`src/rtl/slle_pkg.sv`:
```
// Package of the static linked list engine: default sizes, stream field layout,
// operation and status codes and the sequencer state type. Depends on nothing.
package slle_pkg;

    // Default store sizes.
    localparam int SLLE_SLOTS        = 64;
    localparam int SLLE_ELEMENT_BITS = 16;

    // Field widths of one input transaction and one result transaction.
    localparam int SLLE_OP_BITS     = 1;
    localparam int SLLE_POS_BITS    = 6;
    localparam int SLLE_VALUE_BITS  = 16;
    localparam int SLLE_STATUS_BITS = 1;
    localparam int SLLE_LEN_BITS    = 6;

    // Packed stream widths, rounded up to whole bytes.
    localparam int SLLE_IN_USED  = SLLE_OP_BITS + SLLE_POS_BITS + SLLE_VALUE_BITS;
    localparam int SLLE_IN_BITS  = ((SLLE_IN_USED + 7) / 8) * 8;
    localparam int SLLE_OUT_USED = SLLE_STATUS_BITS + SLLE_LEN_BITS;
    localparam int SLLE_OUT_BITS = ((SLLE_OUT_USED + 7) / 8) * 8;
    localparam int SLLE_OUT_PAD  = SLLE_OUT_BITS - SLLE_OUT_USED;

    // Operation codes.
    localparam logic SLLE_OP_INSERT = 1'b0;
    localparam logic SLLE_OP_DELETE = 1'b1;

    // Status codes.
    localparam logic SLLE_STATUS_OK  = 1'b0;
    localparam logic SLLE_STATUS_ERR = 1'b1;

    // Sequencer states.
    typedef enum logic [3:0] {
        ST_CLEAR,
        ST_IDLE,
        ST_DECIDE,
        ST_WALK,
        ST_INS_A,
        ST_INS_B,
        ST_DEL_A,
        ST_DEL_B,
        ST_DONE
    } t_slle_state;

endpackage

```
`src/rtl/static_linked_list_engine.sv`:
```
// Static linked list engine: a cursor list in a link memory and a value memory; uses slle_pkg.
// An accepted transaction is checked first; a rejected one goes straight to the result, else the walk
// follows pos-1 links (the length on append) and then updates the links; the walk reads one link per cycle.
// No new transaction is taken until the result of the last one is loaded into the result register.
// Reset (synchronous, active low) drops any result and starts a pass that rebuilds the free
// chain in the link memory; no input is taken until it ends.
module static_linked_list_engine
    import slle_pkg::*;
#(
    parameter int SLOTS        = SLLE_SLOTS,
    parameter int ELEMENT_BITS = SLLE_ELEMENT_BITS
) (
    input  logic                     i_clk,
    input  logic                     i_rst_n,
    input  logic                     s_axis_tvalid,
    output logic                     s_axis_tready,
    // Fields from bit 0: operation[0], position[6:1], value[22:7], zero pad[23].
    input  logic [SLLE_IN_BITS-1:0]  s_axis_tdata,
    output logic                     m_axis_tvalid,
    input  logic                     m_axis_tready,
    // Fields from bit 0: status[0], length[6:1], zero pad[7].
    output logic [SLLE_OUT_BITS-1:0] m_axis_tdata
);

    localparam int LW = $clog2(SLOTS);
    localparam int CW = (LW > SLLE_POS_BITS) ? LW : SLLE_POS_BITS;
    localparam logic [LW-1:0] HEAD_SLOT = LW'(SLOTS - 1);
    localparam logic [LW-1:0] LAST_FREE = LW'(SLOTS - 2);

    // Registers and their next values.
    t_slle_state                r_state, n_state;
    logic [LW-1:0]              r_clr, n_clr;
    logic                       r_op, n_op;
    logic [SLLE_POS_BITS-1:0]   r_pos, n_pos;
    logic [SLLE_VALUE_BITS-1:0] r_value, n_value;
    logic [LW-1:0]              r_len, n_len;
    logic [LW-1:0]              r_free, n_free;
    logic [LW-1:0]              r_prev, n_prev;
    logic [LW-1:0]              r_nxt, n_nxt;
    logic [LW-1:0]              r_cnt, n_cnt;
    logic                       r_status, n_status;
    logic                       r_out_valid, n_out_valid;
    logic                       r_out_status, n_out_status;
    logic [SLLE_LEN_BITS-1:0]   r_out_len, n_out_len;

    // Memories.
    logic [LW-1:0]           r_link_mem [SLOTS];
    logic [ELEMENT_BITS-1:0] r_elem_mem [SLOTS];
    logic [LW-1:0]           r_rd_data;

    // Memory port controls.
    logic                    w_we;
    logic [LW-1:0]           w_waddr;
    logic [LW-1:0]           w_wdata;
    logic [LW-1:0]           w_raddr;
    logic                    w_elem_we;

    // Shared datapath terms.
    logic                    w_in_acc;
    logic                    w_out_load;
    logic [LW-1:0]           w_link;
    logic [CW-1:0]           w_pos_ext;
    logic [CW-1:0]           w_len_ext;
    logic                    w_ins_ok;
    logic                    w_del_ok;
    logic [LW-1:0]           w_steps;
    logic [LW-1:0]           w_clr_init;

    assign w_in_acc   = s_axis_tvalid && s_axis_tready;
    assign w_out_load = (r_state == ST_DONE) && (!r_out_valid || m_axis_tready);

    // A link read back at or above SLOTS counts as the end of a chain.
    assign w_link = ({1'b0, r_rd_data} >= (LW + 1)'(SLOTS)) ? '0 : r_rd_data;

    // Position checks, compared at a common width.
    assign w_pos_ext = CW'(r_pos);
    assign w_len_ext = CW'(r_len);
    assign w_ins_ok  = (w_pos_ext <= w_len_ext) && (r_free != '0);
    assign w_del_ok  = (r_pos != '0) && (w_pos_ext <= w_len_ext);
    assign w_steps   = ((r_op == SLLE_OP_INSERT) && (r_pos == '0)) ? r_len
                                                                   : LW'(w_pos_ext - CW'(1));

    // Initial free chain: each slot points at the next, the last free slot ends it.
    assign w_clr_init = (r_clr < LAST_FREE) ? LW'(r_clr + 1'b1) : '0;

    // Next state.
    always_comb begin
        n_state = r_state;
        unique case (r_state)
            ST_CLEAR: begin
                if (r_clr == HEAD_SLOT) begin
                    n_state = ST_IDLE;
                end
            end
            ST_IDLE: begin
                if (w_in_acc) begin
                    n_state = ST_DECIDE;
                end
            end
            ST_DECIDE: begin
                if ((r_op == SLLE_OP_INSERT) ? w_ins_ok : w_del_ok) begin
                    n_state = ST_WALK;
                end else begin
                    n_state = ST_DONE;
                end
            end
            ST_WALK: begin
                if (r_cnt == '0) begin
                    if (r_op == SLLE_OP_INSERT) begin
                        n_state = ST_INS_A;
                    end else if (w_link == '0) begin
                        n_state = ST_DONE;
                    end else begin
                        n_state = ST_DEL_A;
                    end
                end
            end
            ST_INS_A: n_state = ST_INS_B;
            ST_INS_B: n_state = ST_DONE;
            ST_DEL_A: n_state = ST_DEL_B;
            ST_DEL_B: n_state = ST_DONE;
            ST_DONE: begin
                if (w_out_load) begin
                    n_state = ST_IDLE;
                end
            end
            default: n_state = ST_CLEAR;
        endcase
    end

    // Datapath and memory controls for each state.
    always_comb begin
        n_clr        = r_clr;
        n_op         = r_op;
        n_pos        = r_pos;
        n_value      = r_value;
        n_len        = r_len;
        n_free       = r_free;
        n_prev       = r_prev;
        n_nxt        = r_nxt;
        n_cnt        = r_cnt;
        n_status     = r_status;
        n_out_status = r_out_status;
        n_out_len    = r_out_len;
        n_out_valid  = r_out_valid && !m_axis_tready;
        s_axis_tready = 1'b0;
        w_we         = 1'b0;
        w_waddr      = r_prev;
        w_wdata      = r_free;
        w_raddr      = r_prev;
        w_elem_we    = 1'b0;
        unique case (r_state)
            ST_CLEAR: begin
                w_we    = 1'b1;
                w_waddr = r_clr;
                w_wdata = w_clr_init;
                n_clr   = LW'(r_clr + 1'b1);
            end
            ST_IDLE: begin
                s_axis_tready = 1'b1;
                if (w_in_acc) begin
                    n_op    = s_axis_tdata[0];
                    n_pos   = s_axis_tdata[SLLE_POS_BITS:1];
                    n_value = s_axis_tdata[SLLE_IN_USED-1:SLLE_POS_BITS+1];
                end
            end
            ST_DECIDE: begin
                // Start the walk at the used-list head slot.
                w_raddr  = HEAD_SLOT;
                n_prev   = HEAD_SLOT;
                n_cnt    = w_steps;
                n_status = ((r_op == SLLE_OP_INSERT) ? w_ins_ok : w_del_ok)
                           ? SLLE_STATUS_OK : SLLE_STATUS_ERR;
            end
            ST_WALK: begin
                if (r_cnt == '0) begin
                    // The slot after the predecessor; for delete, fetch its link.
                    n_nxt   = w_link;
                    w_raddr = w_link;
                    if ((r_op == SLLE_OP_DELETE) && (w_link == '0)) begin
                        n_status = SLLE_STATUS_ERR;
                    end
                end else begin
                    n_prev  = w_link;
                    w_raddr = w_link;
                    n_cnt   = LW'(r_cnt - 1'b1);
                end
            end
            ST_INS_A: begin
                // New cell points at the successor; its old link is read in the same cycle.
                w_we    = 1'b1;
                w_waddr = r_free;
                w_wdata = r_nxt;
                w_raddr = r_free;
            end
            ST_INS_B: begin
                w_we      = 1'b1;
                w_waddr   = r_prev;
                w_wdata   = r_free;
                w_elem_we = 1'b1;
                n_free    = w_link;
                n_len     = LW'(r_len + 1'b1);
            end
            ST_DEL_A: begin
                // Predecessor skips the victim.
                w_we    = 1'b1;
                w_waddr = r_prev;
                w_wdata = w_link;
            end
            ST_DEL_B: begin
                // Victim goes to the front of the free list.
                w_we    = 1'b1;
                w_waddr = r_nxt;
                w_wdata = r_free;
                n_free  = r_nxt;
                n_len   = LW'(r_len - 1'b1);
            end
            ST_DONE: begin
                if (w_out_load) begin
                    n_out_valid  = 1'b1;
                    n_out_status = r_status;
                    n_out_len    = w_len_ext[SLLE_LEN_BITS-1:0];
                end
            end
            default: begin
                n_clr = '0;
            end
        endcase
    end

    // Control registers.
    always_ff @(posedge i_clk) begin
        if (!i_rst_n) begin
            r_state     <= ST_CLEAR;
            r_clr       <= '0;
            r_len       <= '0;
            r_free      <= LW'(1);
            r_out_valid <= 1'b0;
        end else begin
            r_state     <= n_state;
            r_clr       <= n_clr;
            r_len       <= n_len;
            r_free      <= n_free;
            r_out_valid <= n_out_valid;
        end
    end

    // Payload registers.
    always_ff @(posedge i_clk) begin
        r_op         <= n_op;
        r_pos        <= n_pos;
        r_value      <= n_value;
        r_prev       <= n_prev;
        r_nxt        <= n_nxt;
        r_cnt        <= n_cnt;
        r_status     <= n_status;
        r_out_status <= n_out_status;
        r_out_len    <= n_out_len;
    end

    // Link memory: one write and one registered read each cycle.
    always_ff @(posedge i_clk) begin
        if (w_we) begin
            r_link_mem[w_waddr] <= w_wdata;
        end
        r_rd_data <= r_link_mem[w_raddr];
    end

    // Value memory: written on insert.
    always_ff @(posedge i_clk) begin
        if (w_elem_we) begin
            r_elem_mem[r_free] <= ELEMENT_BITS'(r_value);
        end
    end

    // Result stream.
    assign m_axis_tvalid = r_out_valid;
    assign m_axis_tdata  = {{SLLE_OUT_PAD{1'b0}}, r_out_len, r_out_status};

endmodule

```
`config.mk`:
```
export PLATFORM = sky130hd
export DESIGN_NAME = static_linked_list_engine
export DESIGN_NICKNAME = d
export VERILOG_FILES = /design/src/rtl/slle_pkg.sv /design/src/rtl/static_linked_list_engine.sv
export SDC_FILE = /design/constraint.sdc
export NUM_CORES = 1
export LEC_CHECK = 0
export BUFFER_PORTS_ARGS = -buffer_cell sky130_fd_sc_hd__buf_4
export CAP_MARGIN = 25
export CELL_PAD_IN_SITES_DETAIL_PLACEMENT = 2
export CELL_PAD_IN_SITES_GLOBAL_PLACEMENT = 2
export CORE_ASPECT_RATIO = 0.75
export CORE_MARGIN = 1.5
export CORE_UTILIZATION = 25
export CTS_CLUSTER_DIAMETER = 150
export CTS_CLUSTER_SIZE = 25
export DETAILED_ROUTE_END_ITERATION = 8
export PLACE_DENSITY_LB_ADDON = 0.1
export RECOVER_POWER = 100
export SYNTH_ARGS = -nofsm -noshare
export SYNTH_HDL_FRONTEND = slang
export SYNTH_SLANG_ARGS = --single-unit
```
`constraint.sdc`:
```
create_clock -name i_clk -period 7.3 [get_ports i_clk]
set_input_delay 1.095 -clock i_clk [delete_from_list [all_inputs] [get_ports i_clk]]
set_output_delay 1.095 -clock i_clk [all_outputs]
set_load 0.02 [all_outputs]
```
After elaboration in Yosys (flattened, before gate mapping)
Memory sizes are Yosys's and may differ from the RTL's. A register that Yosys moved wholly into a read port is not among the register bits.
Index checks and enable logic that the tools add are counted.
Storage, ports and cells
  memories: 1
  flip-flop bits (word level): 56
  memory bits (writable): 384
  output and inout port bits: 10
Cells by class
  add/subtract/negate cells: 5
  $lt $le $gt $ge: 2
  eq/ne operators: 15
  reductions and logical operators: 27
  mux-type cells: 31
  bitwise logic cells: 1
Memories
  r_link_mem: words 64, width 6, read ports 1, clocked after Yosys merged registers in 1, wr ports 1, line static_linked_list_engine.sv:47  | logic [LW-1:0] r_link_mem [SLOTS];
Operators with widths (number)
  $pmux 6 s2: 5
  $pmux 6 s3: 3
  $pmux 4 s8: 1
  $mux 4: 7
  $mux 6: 4
  $logic_not 6->1: 3
  $sub 6x1->6 const B: 3
  $eq 4x3->1 const B: 4
  $add 6x1->6 const B: 2
  $ne 2x2->1 const B: 6
  $reduce_bool 6->1: 2
  $mux 1: 10
  $eq 4x2->1 const B: 2
  $reduce_and 2->1: 4
  $reduce_or 8->1: 1
  $logic_and 1x1->1: 7
  $eq 6x6->1 const B: 1
  $le 6x6->1: 1
  $lt 6x6->1 const B: 1
  $reduce_or 5->1: 1
  $eq 4x1->1 const B: 1
  $eq 4x4->1 const B: 1
  $logic_not 4->1: 1
  $reduce_and 4->1: 1
  7 further kinds: 9

Longest topological paths before layout
Gate-level depths: netlist of the first run.
  depth after elaboration: 5
  gate-level depth with buffers: 13
  gate-level depth less buffers: 10

Worst setup path after synthesis of the first run
OpenSTA, ideal clock, no wires.
  path kind: reg2reg
  start: reg r_state[2]
  end: mem r_link_mem[0][1] (netlist name), data pin
  setup time: 0.585 ns
  slack: 3.371 ns
  arrival time: 3.344 ns
  path buffers: 3
  required time: 6.715 ns
  stages on the path, launching flop included: 7
  path through: dfxtp_1 -> buf_4 -> clkbuf_1 -> buf_1 -> nor2_1 -> nand3_1 -> a41oi_1
Between the ends
  word-level cells in the longest chain between the ends: 2
  elaborated cells on any way between the ends: 4
  classes of those cells: eq/ne (2); mux (1); reduce/logical (1)
RTL lines
  from (decl): line static_linked_list_engine.sv:31  | t_slle_state r_state, n_state;
  from (signal assigned): line static_linked_list_engine.sv:240  | r_state <= n_state;
  $eq 4x3->1 or $logic_not 4->1 (tied branches): line static_linked_list_engine.sv:152  | unique case (r_state)
  $pmux 6 s3 (*): line static_linked_list_engine.sv:152
  named net w_wdata[1]: line static_linked_list_engine.sv:54  | logic [LW-1:0] w_wdata;
  to (decl): line static_linked_list_engine.sv:47
The timed path passes the listed nets; every way through them passes the cells marked *.

Final worst setup path of the first run
  start: reg r_state[1]
  end: reg r_rd_data[4] (read register of r_link_mem)
Between the ends
  word-level cells in the longest chain between the ends: 2
  elaborated cells on any way between the ends: 4
  classes of those cells: eq/ne (3); mux (1)
RTL lines
  $eq 4x3->1 or $eq 4x2->1 (tied branches): line static_linked_list_engine.sv:152
  $pmux 6 s3 (*): line static_linked_list_engine.sv:152
  to (decl): line static_linked_list_engine.sv:49  | logic [LW-1:0] r_rd_data;
Mark *: on every way between the ends. The rest lies on a longest branch, timed or not.
A chain may end at the register's enable or synchronous reset.

==> results of run 1 <==
## cell usage after synthesis, types with 5 or more instances
library cell	count
mux4_2	41
a311o_1	11
xnor2_1	8
buf_2	15
a211oi_1	28
o211a_1	6
nand3b_1	6
a221o_1	5
buf_1	5
o211ai_1	5
a21oi_1	57
nand3_1	22
nor3_1	17
a21o_1	5
edfxtp_1	417
a21boi_0	6
ha_1	14
and2_1	8
a31oi_1	14
buf_4	5
mux2i_1	19
dfxtp_1	29
a22oi_1	29
a2111oi_0	7
and3_1	36
clkbuf_1	43
xor2_1	9
nand2b_1	11
o21a_1	6
nor2b_1	5
nor2_1	111
or3_1	5
inv_1	17
o21ai_0	22
a221oi_1	7
nand2_1	237
mux2_2	14
nor4_1	5
a41oi_1	5
## how the worst min path moves through the flow
stage	slack [ps]	cells past startpoint	start	end
CTS	470	0	r_status	r_out_status
global route	470	0	r_status	r_out_status
finish	470	0	r_status	r_out_status
global placement	450	0	r_status	r_out_status
detailed placement	440	0	r_status	r_out_status
floorplan	400	0	r_status	r_out_status
## critical path, cell delays in order (launching register included)
cell       delay, ps
dfxtp_1          550
clkbuf_1        1140
nor3b_1          790
o221ai_2         310
buf_4            320
nand2_4          570
buf_4            420
a211oi_1         130
a2111oi_0        530
and4b_1          270
a21oi_1          400
o21a_1           170
## layer usage
metal  part of all wire  wire, um  global-route usage
met1               0.51     30600               0.233
met2               0.45     26900               0.236
met3              0.023      1360              0.0154
met4              0.017       991              0.0268
met5            0.00012         7                   0
## cell families (layout without fill, tap and decap cells)
kind of cell / after synthesis / count (layout) / synth area share
other: 1 / 1 / 0.000197
and+or+nand+nor: 481 / 481 / 0.114
DFF: 446 / 446 / 0.689
buffers and inverters: 91 / 109 / 0.0234
muxes: 75 / 75 / 0.0674
xor gates and xnor gates: 17 / 17 / 0.00783
adders and majority gates: 15 / 15 / 0.0103
AOI/OAI and AO/OA: 238 / 238 / 0.0882
## where the power goes
group / total [uW] / internal (uW) / switching (uW) / leakage [uW]
clock: 1420 / 574 / 844 / 0.000289
combinational: 1150 / 215 / 932 / 0.00230
sequential: 3360 / 3310 / 43.7 / 0.00405
## sequential cells by signal, summed over array words and instances, names as in the netlist
name           flops
m_axis_tvalid      1
r_clr              6
r_cnt              6
r_free             6
r_len              6
r_link_mem       384
r_nxt              6
r_op               1
r_out_len          6
r_out_status       1
r_pos              6
r_prev             6
r_rd_data          6
r_state            4
r_status           1
## stage by stage
step                      hold slack [ps]  utilization  total power (uW)  cells
after floorplan                       400            -              3990   1364
after global placement                448        0.272              4580   2364
after detailed placement              443        0.272              4630   2366
after CTS                             474        0.280              6050   2403
after global routing                  470        0.278              6180   2405
final                                 467        0.278              5920   2405
## layout make-up
| class | instances | area (um^2) | share of cell area |
|---|---|---|---|
| Sequential cell | 446 | 13100 | 0.626 |
| Multi-Input combinational cell | 827 | 5530 | 0.264 |
| Tap cell | 1023 | 1280 | 0.0611 |
| Clock buffer | 37 | 607 | 0.0290 |
| Timing Repair Buffer | 55 | 355 | 0.0170 |
| Inverter | 17 | 63.8 | 0.00305 |
==> qor.csv, run 1 <==
stage;metric;value;unit
grt;pin count of the biggest net entering global routing;65;
cells_and_area;share of cells above drive strength 1;0.0919;
timing;min Tclk post-route;5750;ps
cells_and_area;net count reported at finish;1411;
placed_design;port bufs;19;
timing;max_slew headroom;-0.674;
detailed_routing;drt drc;0;
timing;final setup margin;1550;ps
timing;Worst-Margin Slew;2480;ps
clocking;clk_lat worst skew;580;ps
clocking;Root Buffer;clkbuf_16;
placed_design;DP Area;20500;um^2
clocking;clock buffer depth;3;
detailed_routing;Wirelength per Cell;24.9;um
setup_path;critical path peak fanout;52;
cells_and_area;Fill cells;7984;
timing;total negative setup slack;0;ps
clocking;# Post-CTS Setup Buffers;0;
detailed_routing;vias;11400;
die;IO Count;38;
detailed_routing;drt pass-1 iters;4;
die;Die H;242;um
logic_synthesis;Top FF cell, synth;edfxtp_1;
die;num rows;87;
detailed_routing;antenna-violating nets left;0;
die;core area;75200;um^2
die;initial core utilization;0.253;
clocking;CTS tree;yes;
logic_synthesis;Post-synth EDFFs;417;
cells_and_area;Area Growth Syn to Fin;10.1;%
logic_synthesis;flops & latches, synth;446;
timing;RSZ-0062 raised after global routing;no;
die;Die ar.;77700;um^2
timing;Pins Over Slew Limit;186;
clocking;TritonCTS Sinks;446;
logic_synthesis;share of the synthesized area in the top cell type;0.659;
setup_path;crit path from;r_state[1];
power_and_ir_drop;worst vdd ir;154;uV
clocking;H-tree Lvls;1;
setup_path;Worst Setup EP;r_rd_data[4];
logic_synthesis;register area share after synthesis;0.689;
timing;Hold Vio Cnt, Final;0;
detailed_routing;Vias/cell;4.76;
grt;GRT Total Usage;0.153;
clocking;Reg clk slew, reported paths;120;ps
logic_synthesis;YS warnings;0;
clocking;cts hold-fix bufs;0;
logic_synthesis;Cell variety after synth;75;
setup_path;Reg2Reg Setup Slack;1550;ps
logic_synthesis;share of flip-flops with an asynchronous set or reset;0;
placed_design;GPL Wtd Cong;0.724;
power_and_ir_drop;Power Dens Cells;283;nW/um^2
logic_synthesis;cell count after synthesis;1364;
grt;initial antenna violation count;8;
logic_synthesis;Synth Cell Area;19000;um^2
placed_design;Place WS;2460;ps
detailed_routing;DRT Wirelength;59.9;mm
logic_synthesis;dominant cell type by area after synthesis;edfxtp_1;
outcome;violated checks;max-capacitance violations, max-slew violations;
timing;Clock Skews;22.0;ps
setup_path;worst reg2reg endpoint;r_rd_data[4];
grt;total congestion overflow;0;
setup_path;Worst R2R Path Depth;11;
cells_and_area;commonest cells after routing, fill and taps aside;417 x edfxtp_1, 236 x nand2_1, 111 x nor2_1;
placed_design;DP Wirelength;38.8;mm
detailed_routing;DR iter-0 viols;636;
setup_path;CP Class;reg -> reg;
grt;first-pass GRT wire length;87.8;mm
setup_path;Worst EP required;7820;ps
setup_path;CP Data Arrival Time;6270;ps
power_and_ir_drop;Leak;0.00664;uW
grt;vias in the first global route;12400;
min_path;Hold WC Path Type;reg -> reg;
clocking;CTS buffer count;21;
clocking;Resized Gates After CTS;0;
logic_synthesis;synth top area cells;edfxtp_1 66%, mux4_2 4.9%, nand2_1 4.7%;
setup_path;Critical Path End Type;register;
logic_synthesis;Avg Cell Area, Syn;13.9;um^2
setup_path;r2r startpoint;r_state[1];
cells_and_area;most common cell after layout, fill and taps aside;edfxtp_1;
cells_and_area;ANT cells;0;
outcome;status;finished with violations;
timing;final worst-path cycle share;0.788;
timing;endpoints failing setup;0;
setup_path;startpoint types;register;
timing;Fmax;0.174;GHz
run;maxcap violations;5;
cells_and_area;Final Cell Area;20900;um^2
die;Chip Width;321;um
logic_synthesis;Post-Synthesis Net Count;1407;
No activity file was read; power rests on OpenSTA's default activity.
==> run 2: changes to the inputs <==
- clock period: 7.3 -> 6 ns (I/O delays scaled with it)
==> run 2 against run 1 <==
Compared with the run above: the run still ends with max-capacitance violations, max-slew violations left; critical path type unchanged; worst setup slack worse by 680 ps; hold slack worse by 10 ps; clock skew is 5.4 ps higher; sequential power is 21% higher; non-clock buffer count is 3 higher; first-iteration DRC count is 17% higher; critical endpoint unchanged; maximum frequency is 12% higher; total power is 23% higher.
==> qor.csv, run 2 (synthesized netlist as in run 1, its figures left out) <==
stage;metric;value;unit;change
cells_and_area;Area Growth Syn to Fin;10.7;%;was 10.1%
grt;first-pass GRT wire length;89.8;mm;was 87.8 mm
clocking;clock buffer depth;3;;unchanged
cells_and_area;Reg with most FFs;r_link_mem;;unchanged
clocking;clk_lat worst skew;580;ps;about the same
timing;min Tclk post-route;5130;ps;was 5750 ps
cells_and_area;commonest cells after routing, fill and taps aside;417 x edfxtp_1, 236 x nand2_1, 111 x nor2_1;;unchanged
setup_path;Critical Path End Type;register;;unchanged
power_and_ir_drop;worst vdd ir;201;uV;was 154 uV
grt;GR Util met2;0.247;;was 0.236
clocking;TritonCTS Sinks;446;;unchanged
placed_design;DP Wirelength;40.2;mm;was 38.8 mm
timing;Worst-Margin Slew;1880;ps;was 2480 ps
cells_and_area;share of cells above drive strength 1;0.0939;;was 0.0919
setup_path;Max stage delay on crit path;1510;ps;was 1140 ps
grt;initial antenna violation count;5;;was 8
setup_path;startpoint types;register;;unchanged
outcome;status;finished with violations;;unchanged
detailed_routing;DR iter-0 viols;747;;was 636
detailed_routing;drt drc;0;;unchanged
detailed_routing;antenna-violating nets left;0;;unchanged
min_path;Min-Delay Path Depth;0;;unchanged
clocking;Resized Gates After CTS;0;;unchanged
die;Chip Width;321;um;unchanged
timing;final worst-path cycle share;0.855;;was 0.788
setup_path;Buf+Inv Stages, Crit Path;1;;was 3
setup_path;CP max stage cell;nor4bb_1;;was clkbuf_1
setup_path;critical path peak fanout;14;;was 52
run;maxcap violations;4;;was 5
timing;Fmax;0.195;GHz;was 0.174 GHz
die;Die ar.;77700;um^2;unchanged
die;IO Count;38;;unchanged
timing;Clock Skews;27.4;ps;was 22.0 ps
clocking;CTS tree;yes;;unchanged
placed_design;DP Area;20600;um^2;was 20,500 um^2
timing;max_slew headroom;-0.256;;was -0.674
grt;GRT Total Usage;0.157;;was 0.153
die;initial core utilization;0.253;;unchanged
cells_and_area;max reg flops;384;;unchanged
die;num rows;87;;unchanged
grt;Top Usage Layer GRT;met2;;unchanged
timing;total negative setup slack;0;ps;unchanged
timing;Pins Over Slew Limit;119;;was 186
setup_path;CP Class;reg -> reg;;unchanged
setup_path;CP Data Arrival Time;5640;ps;was 6270 ps
min_path;min-delay src;r_status;;unchanged
clocking;Root Buffer;clkbuf_16;;unchanged
clocking;H-tree Lvls;1;;unchanged
setup_path;Worst EP required;6510;ps;was 7820 ps
setup_path;Reg2Reg Setup Slack;870;ps;was 1550 ps
outcome;violated checks;max-capacitance violations, max-slew violations;;unchanged
placed_design;port bufs;19;;unchanged
grt;vias in the first global route;12500;;was 12,400
grt;total congestion overflow;0;;unchanged
min_path;Hold EP;r_out_status;;unchanged
power_and_ir_drop;Power Dens Cells;346;nW/um^2;was 283 nW/um^2
cells_and_area;net count reported at finish;1414;;was 1,411
cells_and_area;Final Cell Area;21000;um^2;was 20,900 um^2
setup_path;worst reg2reg endpoint;r_rd_data[4];;unchanged
timing;endpoints failing setup;0;;unchanged
setup_path;crit path cell chain;clkbuf_1 -> nor4bb_1 -> o31a_1 -> nand2_1 -> a311o_1 -> and4b_1 -> a21oi_1 -> o21a_1;;was clkbuf_1 -> nor3b_1 -> o221ai_2 -> buf_4 -> nand2_4 -> buf_4 -> a211oi_1 -> a2111oi_0 -> and4b_1 -> a21oi_1 -> o21a_1
detailed_routing;DRT Wirelength;60.9;mm;was 59.9 mm
detailed_routing;Wirelength per Cell;25.3;um;was 24.9 um
detailed_routing;vias;11500;;was 11,400
power_and_ir_drop;Leak;0.00668;uW;was 0.00664 uW
setup_path;r2r startpoint;r_state[3];;was r_state[1]
grt;pin count of the biggest net entering global routing;65;;unchanged
grt;met3 track demand over resource;0.0172;;was 0.0154
timing;RSZ-0062 raised after global routing;no;;unchanged
die;Die H;242;um;unchanged
cells_and_area;most common cell after layout, fill and taps aside;edfxtp_1;;unchanged
placed_design;GPL Wtd Cong;0.724;;about the same
clocking;CTS buffer count;21;;unchanged
clocking;Reg clk slew, reported paths;110;ps;was 120 ps
detailed_routing;Vias/cell;4.75;;was 4.76
clocking;cts hold-fix bufs;0;;unchanged
setup_path;Worst R2R Path Depth;8;;was 11
die;core area;75200;um^2;unchanged
detailed_routing;drt pass-1 iters;5;;was 4
setup_path;crit-path leading delay family;simple AND/OR/NAND/NOR gates;;was buffers and inverters
grt;met1 GRT Util;0.237;;was 0.233
min_path;Hold WC Path Type;reg -> reg;;unchanged
timing;Hold Vio Cnt, Final;0;;unchanged
clocking;# Post-CTS Setup Buffers;0;;unchanged
## run 2: cell types whose count changed in the layout (fill, tap and decap cells not counted), sizes merged
cell,before,now
clkbuf,63,65
diode,0,1
buf,29,30
## run 2: how the worst max path moves through the flow
stage                     startpoint                to  slack (ps)  cells after the start
final                     r_state[3]      r_rd_data[4]         870                      8
after global routing      r_state[3]      r_rd_data[4]         590                      8
after CTS                 r_state[1]      r_rd_data[1]        1400                      8
after detailed placement  r_state[1]      r_rd_data[1]        1460                      8
after global placement    r_state[1]      r_rd_data[4]        1390                      9
after floorplan           r_state[2]  r_link_mem[0][1]        2070                      6
## run 2: final cells by class
cell class                      instances  area (um^2)
Antenna cell                            1         2.50
Clock buffer                           37          607
Fill cell                            7936        54200
Inverter                               17         63.8
Multi-Input combinational cell        827         5540
Sequential cell                       446        13100
Tap cell                             1023         1280
Timing Repair Buffer                   58          445
## run 2: stage by stage
| stage | setup WS [ps] | instances | util | power, uW | hold slack (ps) |
|---|---|---|---|---|---|
| final | 868 | 2409 | 0.280 | 7280 | 457 |
| after global routing | 585 | 2408 | 0.280 | 7600 | 488 |
| after global placement | 1390 | 2365 | 0.272 | 5620 | 426 |
| after CTS | 1400 | 2406 | 0.281 | 7440 | 462 |
| after detailed placement | 1460 | 2369 | 0.273 | 5700 | 440 |
| after floorplan | 2070 | 1364 | - | 4860 | 400 |
## run 2: power by group
group / switching [uW] / internal [uW] / leakage (uW)
sequential: 55.5 / 4030 / 0.00405
combinational: 1160 / 311 / 0.00234
clock: 1030 / 699 / 0.000289
## run 2: worst reg2reg max path, stage by stage (launching register included)
cell	delay (ps)
dfxtp_1	460
clkbuf_1	400
nor4bb_1	1520
o31a_1	820
nand2_1	570
a311o_1	480
and4b_1	220
a21oi_1	440
o21a_1	170
## run 2: per-layer routing
layer	part of all wire	wire length (um)	up-vias
met5	0	0	-
met4	0.012	745	0
met3	0.026	1610	35
met2	0.45	27300	110
met1	0.51	31300	6115
li1	-	-	5191
